### config.mk
export PLATFORM = sky130hd
export DESIGN_NAME = letter_frequency_histogram_flat
export DESIGN_NICKNAME = d
export VERILOG_FILES = /design/src/sv/lfh_pkg.sv /design/src/sv/lfh_in_if.sv /design/src/sv/lfh_out_if.sv /design/src/sv/letter_frequency_histogram.sv /design/src/flat_wrapper.sv
export SDC_FILE = /design/constraint.sdc
export NUM_CORES = 2
export LEC_CHECK = 0
export ABC_AREA = 1
export BUFFER_PORTS_ARGS = -buffer_cell sky130_fd_sc_hd__buf_2
export CAP_MARGIN = 20
export CORE_MARGIN = 3
export CORE_UTILIZATION = 55
export DETAILED_ROUTE_END_ITERATION = 6
export PLACE_DENSITY_LB_ADDON = 0.05
export SLEW_MARGIN = 20
export SYNTH_ARGS = -nofsm -noshare
export SYNTH_HDL_FRONTEND = slang
export SYNTH_SLANG_ARGS = --single-unit
### constraint.sdc
create_clock -name clk_i -period 3.8 [get_ports clk_i]
set_input_delay 0.76 -clock clk_i [delete_from_list [all_inputs] [get_ports clk_i]]
set_output_delay 0.76 -clock clk_i [all_outputs]
set_load 0.03 [all_outputs]
### src/sv/lfh_pkg.sv
`timescale 1ns / 1ps
`default_nettype none
// ----------------------------------------------------------------------------
// Letter frequency histogram package
// Shared widths, codes, state type and the letter decoder.
// ----------------------------------------------------------------------------
package lfh_pkg;

  localparam int unsigned NumLetters     = 26;
  localparam int unsigned LetterWidth    = 5;
  localparam int unsigned ByteWidth      = 8;
  localparam int unsigned FracOutWidth   = 17;
  localparam int unsigned DefCountWidth  = 32;
  localparam int unsigned DefFracBits    = 16;

  localparam logic [ByteWidth-1:0] UpperFirst = 8'd65;
  localparam logic [ByteWidth-1:0] UpperLast  = 8'd90;
  localparam logic [ByteWidth-1:0] LowerFirst = 8'd97;
  localparam logic [ByteWidth-1:0] LowerLast  = 8'd122;

  localparam logic [LetterWidth-1:0] LastLetter = LetterWidth'(NumLetters - 1);

  typedef enum logic {
    ACT_COUNT  = 1'b0,
    ACT_FINISH = 1'b1
  } action_e;

  typedef enum logic [1:0] {
    ST_IDLE,
    ST_LOAD,
    ST_DIV,
    ST_EMIT
  } state_e;

  typedef struct packed {
    logic                   hit;
    logic [LetterWidth-1:0] idx;
  } letter_t;

  // Fold a byte onto its letter bin; hit is low for anything not a letter.
  function automatic letter_t letter_decode(input logic [ByteWidth-1:0] b);
    letter_t              res;
    logic [ByteWidth-1:0] diff;
    res  = '0;
    diff = '0;
    if (b >= UpperFirst && b <= UpperLast) begin
      diff    = b - UpperFirst;
      res.hit = 1'b1;
    end else if (b >= LowerFirst && b <= LowerLast) begin
      diff    = b - LowerFirst;
      res.hit = 1'b1;
    end
    res.idx = diff[LetterWidth-1:0];
    return res;
  endfunction

endpackage
`default_nettype wire

### src/sv/lfh_in_if.sv
`timescale 1ns / 1ps
`default_nettype none
// ----------------------------------------------------------------------------
// Letter frequency histogram input channel
// Valid/ready channel carrying one text byte or a finish request per beat.
// ----------------------------------------------------------------------------
interface lfh_in_if;
  logic                          valid;
  logic                          ready;
  lfh_pkg::action_e              action;
  logic [lfh_pkg::ByteWidth-1:0] byte_value;

  modport source (output valid, output action, output byte_value, input ready);
  modport sink   (input valid, input action, input byte_value, output ready);
endinterface
`default_nettype wire

### src/sv/lfh_out_if.sv
`timescale 1ns / 1ps
`default_nettype none
// ----------------------------------------------------------------------------
// Letter frequency histogram output channel
// Valid/ready channel carrying one letter's frequency per beat.
// ----------------------------------------------------------------------------
interface lfh_out_if;
  logic                             valid;
  logic                             ready;
  logic [lfh_pkg::LetterWidth-1:0]  letter_index;
  logic [lfh_pkg::FracOutWidth-1:0] fraction;
  logic                             no_letters;
  logic                             last_bin;

  modport source (output valid, output letter_index, output fraction,
                  output no_letters, output last_bin, input ready);
  modport sink   (input valid, input letter_index, input fraction,
                  input no_letters, input last_bin, output ready);
endinterface
`default_nettype wire

### src/sv/letter_frequency_histogram.sv
`timescale 1ns / 1ps
`default_nettype none
// ----------------------------------------------------------------------------
// Letter frequency histogram
// Counts ASCII letters into 26 bins and reports each bin as a Q1.16 share.
// ----------------------------------------------------------------------------
// Count beats (action = count) are taken one per cycle whenever the block is
// idle: a letter of either case bumps its bin and the letter total, both
// saturating at all ones, and any other byte is dropped. A finish beat
// closes the run and produces 26 result beats in letter order, the last one
// flagged by last_bin. Each fraction is floor(bin * 2^FRACTION_BITS / total)
// from a bit-serial restoring divider that retires one quotient bit per
// cycle. For each letter the block pulls the next bin off the front of the
// bin shift line, runs FRACTION_BITS + 1 divide steps and hands the result
// to the output register, waiting out any stall from the sink; no input
// is taken until the whole finish is done. When no letter was counted,
// every fraction reads zero and no_letters is high. The bins and total
// are empty again as soon as the finish completes; the next run may
// start while the last result still waits in the output register.
// ----------------------------------------------------------------------------
module letter_frequency_histogram #(
  parameter int unsigned COUNT_WIDTH   = lfh_pkg::DefCountWidth,
  parameter int unsigned FRACTION_BITS = lfh_pkg::DefFracBits
) (
  input  wire    clk_i,
  input  wire    rst_ni,
  lfh_in_if.sink    in_i,
  lfh_out_if.source out_o
);
  import lfh_pkg::*;

  localparam int unsigned StepWidth = $clog2(FRACTION_BITS + 1);

  // Bin shift line: bins are counted in place and drained from the front.
  logic [COUNT_WIDTH-1:0] bins_q [NumLetters];
  logic [COUNT_WIDTH-1:0] bins_d [NumLetters];
  logic [COUNT_WIDTH-1:0] total_q, total_d;

  // Divider registers.
  logic [COUNT_WIDTH-1:0] den_q;
  logic [COUNT_WIDTH:0]   rem_q, rem_d;
  logic [FRACTION_BITS:0] quo_q, quo_d;
  logic [StepWidth-1:0]   step_q;
  logic                   empty_q;
  logic [LetterWidth-1:0] letter_q;

  // Output register.
  logic                    out_valid_q;
  logic [LetterWidth-1:0]  out_index_q;
  logic [FracOutWidth-1:0] out_frac_q;
  logic                    out_empty_q;
  logic                    out_last_q;

  state_e state_q, state_d;

  letter_t dec;
  logic    in_beat, count_beat, finish_beat, out_free, trial_ge;
  logic [COUNT_WIDTH:0] trial;

  assign in_i.ready  = (state_q == ST_IDLE);
  assign in_beat     = in_i.valid && in_i.ready;
  assign count_beat  = in_beat && (in_i.action == ACT_COUNT);
  assign finish_beat = in_beat && (in_i.action == ACT_FINISH);
  assign dec         = letter_decode(in_i.byte_value);
  assign out_free    = !out_valid_q || out_o.ready;

  // One restoring step: the first step tests the bare bin for the integer
  // bit, later steps double the remainder first.
  assign trial    = (step_q == '0) ? rem_q : {rem_q[COUNT_WIDTH-1:0], 1'b0};
  assign trial_ge = (trial >= {1'b0, den_q});

  always_comb begin
    rem_d = trial_ge ? (trial - {1'b0, den_q}) : trial;
    quo_d = {quo_q[FRACTION_BITS-1:0], trial_ge};
  end

  // Bin and total update: increment on a letter, shift toward the front while
  // draining, clear the total on finish.
  always_comb begin
    for (int k = 0; k < NumLetters; k++) begin
      bins_d[k] = bins_q[k];
      if (state_q == ST_LOAD) begin
        bins_d[k] = (k == NumLetters - 1) ? '0 : bins_q[(k + 1) % NumLetters];
      end else if (count_beat && dec.hit && (dec.idx == LetterWidth'(k))) begin
        bins_d[k] = (&bins_q[k]) ? bins_q[k] : bins_q[k] + 1'b1;
      end
    end
    total_d = total_q;
    if (finish_beat) begin
      total_d = '0;
    end else if (count_beat && dec.hit && !(&total_q)) begin
      total_d = total_q + 1'b1;
    end
  end

  always_comb begin
    state_d = state_q;
    unique case (state_q)
      ST_IDLE: if (finish_beat) state_d = ST_LOAD;
      ST_LOAD: state_d = ST_DIV;
      ST_DIV:  if (step_q == StepWidth'(FRACTION_BITS)) state_d = ST_EMIT;
      ST_EMIT: begin
        if (out_free) begin
          state_d = (letter_q == LastLetter) ? ST_IDLE : ST_LOAD;
        end
      end
      default: state_d = ST_IDLE;
    endcase
  end

  always_ff @(posedge clk_i or negedge rst_ni) begin
    if (!rst_ni) begin
      state_q     <= ST_IDLE;
      total_q     <= '0;
      out_valid_q <= 1'b0;
      letter_q    <= '0;
      step_q      <= '0;
      for (int k = 0; k < NumLetters; k++) begin
        bins_q[k] <= '0;
      end
    end else begin
      state_q <= state_d;
      total_q <= total_d;
      bins_q  <= bins_d;
      if (finish_beat) begin
        letter_q <= '0;
      end else if (state_q == ST_EMIT && out_free && letter_q != LastLetter) begin
        letter_q <= letter_q + 1'b1;
      end
      if (state_q == ST_LOAD) begin
        step_q <= '0;
      end else if (state_q == ST_DIV) begin
        step_q <= step_q + 1'b1;
      end
      if (state_q == ST_EMIT && out_free) begin
        out_valid_q <= 1'b1;
      end else if (out_o.ready) begin
        out_valid_q <= 1'b0;
      end
    end
  end

  // Datapath registers, no reset needed.
  always_ff @(posedge clk_i) begin
    if (finish_beat) begin
      den_q   <= total_q;
      empty_q <= (total_q == '0);
    end
    if (state_q == ST_LOAD) begin
      rem_q <= {1'b0, bins_q[0]};
      quo_q <= '0;
    end else if (state_q == ST_DIV) begin
      rem_q <= rem_d;
      quo_q <= quo_d;
    end
    if (state_q == ST_EMIT && out_free) begin
      out_index_q <= letter_q;
      out_frac_q  <= empty_q ? '0 : FracOutWidth'(quo_q);
      out_empty_q <= empty_q;
      out_last_q  <= (letter_q == LastLetter);
    end
  end

  assign out_o.valid        = out_valid_q;
  assign out_o.letter_index = out_index_q;
  assign out_o.fraction     = out_frac_q;
  assign out_o.no_letters   = out_empty_q;
  assign out_o.last_bin     = out_last_q;

endmodule
`default_nettype wire
### src/flat_wrapper.sv
// flat-port wrapper written by rule: the top's interface ports become plain ports
module letter_frequency_histogram_flat import lfh_pkg::*;
#(
  parameter int unsigned COUNT_WIDTH   = lfh_pkg::DefCountWidth,
  parameter int unsigned FRACTION_BITS = lfh_pkg::DefFracBits
)
  (clk_i, rst_ni, in_i_valid, in_i_action, in_i_byte_value, in_i_ready, out_o_valid, out_o_letter_index, out_o_fraction, out_o_no_letters, out_o_last_bin, out_o_ready);
  lfh_in_if in_i_i ();
  lfh_out_if out_o_i ();
  input  wire clk_i;
  input  wire rst_ni;
  input wire logic [$bits(in_i_i.valid)-1:0] in_i_valid;
  input wire logic [$bits(in_i_i.action)-1:0] in_i_action;
  input wire logic [$bits(in_i_i.byte_value)-1:0] in_i_byte_value;
  output wire logic [$bits(in_i_i.ready)-1:0] in_i_ready;
  output wire logic [$bits(out_o_i.valid)-1:0] out_o_valid;
  output wire logic [$bits(out_o_i.letter_index)-1:0] out_o_letter_index;
  output wire logic [$bits(out_o_i.fraction)-1:0] out_o_fraction;
  output wire logic [$bits(out_o_i.no_letters)-1:0] out_o_no_letters;
  output wire logic [$bits(out_o_i.last_bin)-1:0] out_o_last_bin;
  input wire logic [$bits(out_o_i.ready)-1:0] out_o_ready;
  assign in_i_i.valid = in_i_valid;
  assign in_i_i.action = in_i_action;
  assign in_i_i.byte_value = in_i_byte_value;
  assign in_i_ready = in_i_i.ready;
  assign out_o_valid = out_o_i.valid;
  assign out_o_letter_index = out_o_i.letter_index;
  assign out_o_fraction = out_o_i.fraction;
  assign out_o_no_letters = out_o_i.no_letters;
  assign out_o_last_bin = out_o_i.last_bin;
  assign out_o_i.ready = out_o_ready;
  letter_frequency_histogram #(.COUNT_WIDTH(COUNT_WIDTH), .FRACTION_BITS(FRACTION_BITS)) u_core (.clk_i(clk_i), .rst_ni(rst_ni), .in_i(in_i_i), .out_o(out_o_i));
endmodule
Word level (Yosys, flattened, before mapping)
Cells that the tools add are included.
{ "classes": {"n_lt_le_gt_ge": 5, "n_reduce_logical": 126, "eq_ne": 60, "muxes": 99, "n_addsub": 32, "n_bitwise": 1} }
{ "op_table": {"columns": ["operator", "n"], "rows": [
  ["$mux W32", 82],
  ["$add A32 B1 Y32 const B", 27],
  ["$reduce_and A32 Y1", 27],
  ["$mux W33", 2],
  ["$eq A5 B5 Y1 const B", 12],
  ["$reduce_bool A2 Y1", 30],
  ["$reduce_and A2 Y1", 26],
  ["$eq A5 B4 Y1 const B", 8],
  ["$ne A2 B1 Y1 const B", 20],
  ["$logic_and A1 B1 Y1", 35],
  ["$ge A33 B32 Y1", 1],
  ["$sub A33 B32 Y33", 1],
  ["$logic_not A32 Y1", 1],
  ["$mux W5", 6],
  ["$eq A5 B3 Y1 const B", 4],
  ["$ne A2 B2 Y1 const B", 9],
  ["$ge A8 B7 Y1 const B", 2],
  ["$le A8 B7 Y1 const B", 2],
  ["$add A5 B1 Y5 const B", 2],
  ["$eq A5 B2 Y1 const B", 2],
  ["$logic_not A5 Y1", 2],
  ["$sub A5 B1 Y5 const B", 2],
  ["$pmux W2 S4", 1],
  ["$mux W2", 3],
  ["other kinds (10)", 16]
]} }
{ "word_totals": {"reg_bits": 984, "in_bits": 13, "wordCells": 363} }

Logic depth before layout (Yosys ltp)
{ "logic_depth": {"depth_word": 8, "depth_mapped": 23, "ltp_nobuf": 22} }

Least setup slack after synthesis
Ideal clock, no wire load.
{ "synth_timing": {"kind": "register to register", "from": "reg u_core.state_q[0]", "to": "reg u_core.total_q[11]", "setup_slack_ns": -0.111, "path_stages_with_launch": 10, "synth_period_minus_slack_ns": 3.911, "arrival_ns": 3.782, "required_time_ns": 3.670, "n_path_buf": 2, "setup_ns": 0.130, "path_cell_list": "dfrtp_1 -> inv_1 -> ha_1 -> nand2_1 -> nor2_1 -> inv_1 -> o21ai_1 -> clkbuf_1 -> clkbuf_1 -> o21ai_0"} }
{ "synth_via": {"word_cells_on_any_way": 8, "cone_classes": "1 x mux; 7 x reduce/logical"} }
{ "synth_lines": {"columns": ["item", "line", "rtl"], "rows": [
  ["start, declared", "letter_frequency_histogram.sv:54", "state_e state_q, state_d;"],
  ["start signal, assigned", "letter_frequency_histogram.sv:122", "state_q <= state_d;"],
  ["$logic_not A2 Y1 (*)", "letter_frequency_histogram.sv:60", "assign in_i.ready = (state_q == ST_IDLE);"],
  ["via in_i_ready", "flat_wrapper.sv:15", "output wire logic [$bits(in_i_i.ready)-1:0] in_i_ready;"],
  ["$logic_and A1 B1 Y1 (*)", "letter_frequency_histogram.sv:61", "assign in_beat = in_i.valid && in_i.ready;"],
  ["$logic_and A1 B1 Y1 (*)", "letter_frequency_histogram.sv:63", "assign finish_beat = in_beat && (in_i.action == ACT_FINISH);"],
  ["via u_core.finish_beat", "letter_frequency_histogram.sv:57", "logic in_beat, count_beat, finish_beat, out_free, trial_ge;"],
  ["$mux W32 or $reduce_bool A2 Y1 (tied branches)", null, null],
  ["end signal, assigned", "letter_frequency_histogram.sv:123", "total_q <= total_d;"],
  ["end, declared", "letter_frequency_histogram.sv:37", "logic [COUNT_WIDTH-1:0] total_q, total_d;"]
]} }
The timed path passes the listed nets; every way through them passes the cells marked *.
A chain may end at the register's enable or synchronous reset.

Worst setup path in the final report
{ "layout_timing": {"from": "reg u_core.step_q[0]", "to": "reg u_core.rem_q[17], data pin"} }
{ "layout_via": {"elab_chain_len": 6, "word_cells_on_any_way": 7, "cone_classes": "1 x add/sub; 1 x order compare; 4 x mux; 1 x reduce/logical"} }
{ "layout_rtl": {"columns": ["item", "line", "rtl"], "rows": [
  ["start, declared", "letter_frequency_histogram.sv:43", "logic [StepWidth-1:0] step_q;"],
  ["start signal, assigned", "letter_frequency_histogram.sv:133", "step_q <= step_q + 1'b1;"],
  ["$logic_not A5 Y1 (*)", "letter_frequency_histogram.sv:69", "assign trial = (step_q == '0) ? rem_q : {rem_q[COUNT_WIDTH-1:0], 1'b0};"],
  ["$mux W33 (*)", "letter_frequency_histogram.sv:69", null],
  ["$sub A33 B32 Y33 or $ge A33 B32 Y1 (tied branches)", "letter_frequency_histogram.sv:73, letter_frequency_histogram.sv:70", null],
  ["$mux W33 (*)", "letter_frequency_histogram.sv:73", "rem_d = trial_ge ? (trial - {1'b0, den_q}) : trial;"],
  ["$mux W32 (*)", "letter_frequency_histogram.sv:152", "end else if (state_q == ST_DIV) begin"],
  ["$mux W32 (*)", "letter_frequency_histogram.sv:149", "if (state_q == ST_LOAD) begin"],
  ["end signal, assigned", "letter_frequency_histogram.sv:150", "rem_q <= {1'b0, bins_q[0]};"],
  ["end signal, assigned", "letter_frequency_histogram.sv:153", "rem_q <= rem_d;"],
  ["end, declared", "letter_frequency_histogram.sv:41", "logic [COUNT_WIDTH:0] rem_q, rem_d;"]
]} }
Every way passes the cells marked *; elsewhere a longest branch is shown, timed or not. The select of a mux whose other input is x is not followed.

==> results.cfg <==
[status]
status = finished with violations
violations = design-rule violations

[power_and_ir_drop]
p_leak_nw = 35.1
p_clk_frac = 0.285
p_int_mw = 24.9
seq_power_share = 0.329
pwr-share-comb = 0.386
switching_share = 0.426
switchingPower_mw = 18.4
power_density_mw_per_mm2 = 555
ir_drop_mv = 0.602
power_mw = 43.3

[logic_synthesis]
synth_compound_area_frac = 0.0742
synth_simple_gate_area_frac = 0.417
synthDistinctLibCells = 51
synth_mux_area_frac = 0
synth_top_family_by_area = simple AND/OR/NAND/NOR gates
ys_top_cells_by_area = dfrtp_1 31%, nand2_1 23%, nand3_1 8.4%, o21ai_0 6.0%, inv_1 5.0%
syn_inst = 11300
synth_edf_count = 89
ys.flop_type = dfrtp_1
yosysSeqAreaShare = 0.348
synth_xor_area_frac = 0.0699
synth.top_cells.by_count = 4330 x nand2_1, 1211 x nand3_1, 965 x inv_1
synth.avg_cell_area_um2 = 6.37
ys_ff_latch = 984
yosysTopAreaCell = dfrtp_1
yosys.cell_count.top_type = nand2_1
yosys.area_share.adder = 0.0126
netlist.area_leader.share = 0.306
syn_nets = 11400
synthArstFlopShare = 0.891
ys.warnings.count = 0
synthesis.area_mm2 = 0.0718

[clock_network]
cts-root-buf = clkbuf_16
htree_levels = 3
insertion_delay_ps = 750
cts_hold_buf = 0
cts_buffers = 114
clockBufferDepth = 3
cts_tree = built
post-cts-setup-buffers = 0
ctsResizeCount = 0
clkSinkCount = 984
cts.clk_slew.worst_paths_ps = 60

[flow_run]
drv_cap = 0

[global_routing]
grt_pass1_wl_mm = 370
grt-ovfl-total = 0
grt_pass1_vias = 68300
antenna_found_initial = 4
grtUsageTotal = 0.330
grt_max_degree = 186

[sta]
min_period_ps = 3440
max_freq_mhz = 291
drv_slew = 0
min_period_over_period = 0.905
relSlewSlack = 0.309
rsz0062_at_grt = no
setup_slack_ps = 361
finalSetupViolCount = 0
worst_pin_slew_ps = 1040
skew_ps = 17.8
hold_viol = 0
fin_tns_setup_ps = 0
fin_hold_ws_ps = 71.7

[setup_path]
worst_path_largest_cell_delay_ps = 380
path_cells = inv_1 -> ha_1 -> nand3_1 -> inv_1 -> buf_12 -> o21ai_0 -> ha_1 -> nand2_1 -> nor2_1 -> nand2_1 -> inv_1 -> nand4_1 -> nand3_1 -> nand3_1 -> nand2_1 -> buf_12 -> nand2_1 -> nand3_1 -> nand2_1
required_ps = 4300
cp.buffers_inverters = 5
critPathKind = reg -> reg
slowest_stage = dfrtp_1
cp-end-kind = flip-flop
critPathMostFrequentCell = nand2_1
cp-start-kind = flip-flop
arrival_ps = 3930
crit_family = simple AND/OR/NAND/NOR gates
worstPathMaxFanout = 33

[detailed_routing]
ant_nets = 0
vias = 73100
drt-initial-drc-count = 7612
drc = 3
wl_per_cell_um = 17.6
dr.pass1.iters = 7
via_per_inst = 5.66
wirelength_mm = 228

[place]
hpwlAfterDp_mm = 165
pre_cts_slack_ps = 256
post_dp_cell_area_mm2 = 0.0738
dpl.cell_count = 12700
place_congestion = 0.984
io_buffers = 38

[final_layout]
finalNetCount = 11200
nFillCells = 12600
final_cells = 12900
multi_input_area_mm2 = 0.0412
area_growth_syn_to_layout_pct = 8.54
regArea_mm2 = 0.0250
drive_gt1_frac = 0.0391
num_antenna_cells = 0
postLayoutCellArea_mm2 = 0.0780
utilization = 0.606

[die]
die_y_um = 367
io_pins = 39
die-area_mm2 = 0.135
core_area_mm2 = 0.129
die_w_um = 367
initial_core_util = 0.558
fp-row-count = 131

[hold_path]
hold_class = in -> async
## power by group through the flow
stage / sequential [mW] / clock (mW) / combinational (mW)
6_report: 14.3 / 12.3 / 16.7
3_3_place_gp: 14.3 / 0 / 16.3
4_1_cts: 14.2 / 12.5 / 16.6
2_1_floorplan: 13.9 / 0 / 12.0
5_1_grt: 14.4 / 13.0 / 18.8
3_5_place_dp: 14.4 / 0 / 16.5
## registers in the layout, summed over array words and instances (netlist names)
register and count:
u_core.empty_q 1, u_core.total_q 32, u_core.out_o.fraction 17, u_core.den_q 32, u_core.step_q 5, u_core.letter_q 5, u_core.out_o.no_letters 1, u_core.out_o.valid 1
u_core.rem_q 33, u_core.out_o.letter_index 5, u_core.out_o.last_bin 1, u_core.bins_q 832, u_core.state_q 2, u_core.quo_q 17
## cells in the final DEF, fill, tap and decap left out, drive strengths merged, types with 11 or more instances in the layout
| cell | instances |
|---|---|
| nor3b | 13 |
| edfxtp | 89 |
| nand4 | 174 |
| nor2 | 932 |
| ha | 71 |
| clkbuf | 151 |
| dfrtp | 877 |
| nand2 | 4336 |
| inv | 975 |
| xor2 | 404 |
| o21ai | 889 |
| nor3 | 378 |
| a31oi | 57 |
| clkinv | 24 |
| nand3 | 1223 |
| o21bai | 11 |
| nand3b | 57 |
| nor4 | 30 |
| xnor2 | 168 |
| bufinv | 23 |
| a21oi | 50 |
| dfxtp | 18 |
| buf | 182 |
## area by class of cell
cell class                 instances  share of cell area
sequential                       984               0.320
inverter                         971              0.0469
clock buffer                     151              0.0414
tap                             1729              0.0278
clock inverter                    57              0.0120
timing repair buffer             182              0.0227
multi-input combinational       8843               0.529
## kinds of logic after synthesis
| kind of cell | Yosys count |
|---|---|
| AOI/OAI and AO/OA | 1031 |
| and+or+nand+nor | 7168 |
| adders and majority gates | 72 |
| DFF | 984 |
| xor gates and xnor gates | 572 |
| buffers and inverters | 1447 |
## worst reg2reg max path, delay by kind of cell, from the launching register on
family / cells / cell delay (ps)
adder cells (fa/ha/maj): 2 / 570
AO/OA/AOI/OAI: 1 / 140
AND/OR/NAND/NOR: 11 / 1370
buffers and inverters: 5 / 740
flip-flops: 1 / 380
## worst paths after layout
| check | from | to | cells past startpoint | slack (ps) |
|---|---|---|---|---|
| setup reg to reg | u_core.step_q[0]$_DFFE_PN0P_ | u_core.rem_q[17]$_DFFE_PP_ | 19 | 360 |
| hold reg to reg | u_core.quo_q[15]$_SDFFE_PP0P_ | u_core.quo_q[16]$_SDFFE_PP0P_ | 2 | 480 |
| setup / recovery | u_core.step_q[0]$_DFFE_PN0P_ | u_core.rem_q[17]$_DFFE_PP_ | 19 | 360 |
| hold / removal | rst_ni | u_core.bins_q[628]$_DFFE_PN0P_ | 1 | 70 |
| max in group asynchronous | rst_ni | u_core.bins_q[254]$_DFFE_PN0P_ | 3 | 2650 |
| min in group clk_i | out_o_ready | u_core.out_o.valid$_DFFE_PN0P_ | 2 | 240 |
## per-layer routing
layer	up-vias	part of all wire	global-route usage
met5	-	0.000057	0
met4	2	0.029	0.0934
li1	35800	-	-
met1	34300	0.45	0.476
met3	406	0.064	0.0363
met2	2574	0.45	0.525
Note: power is estimated with default switching activity, not from simulation.
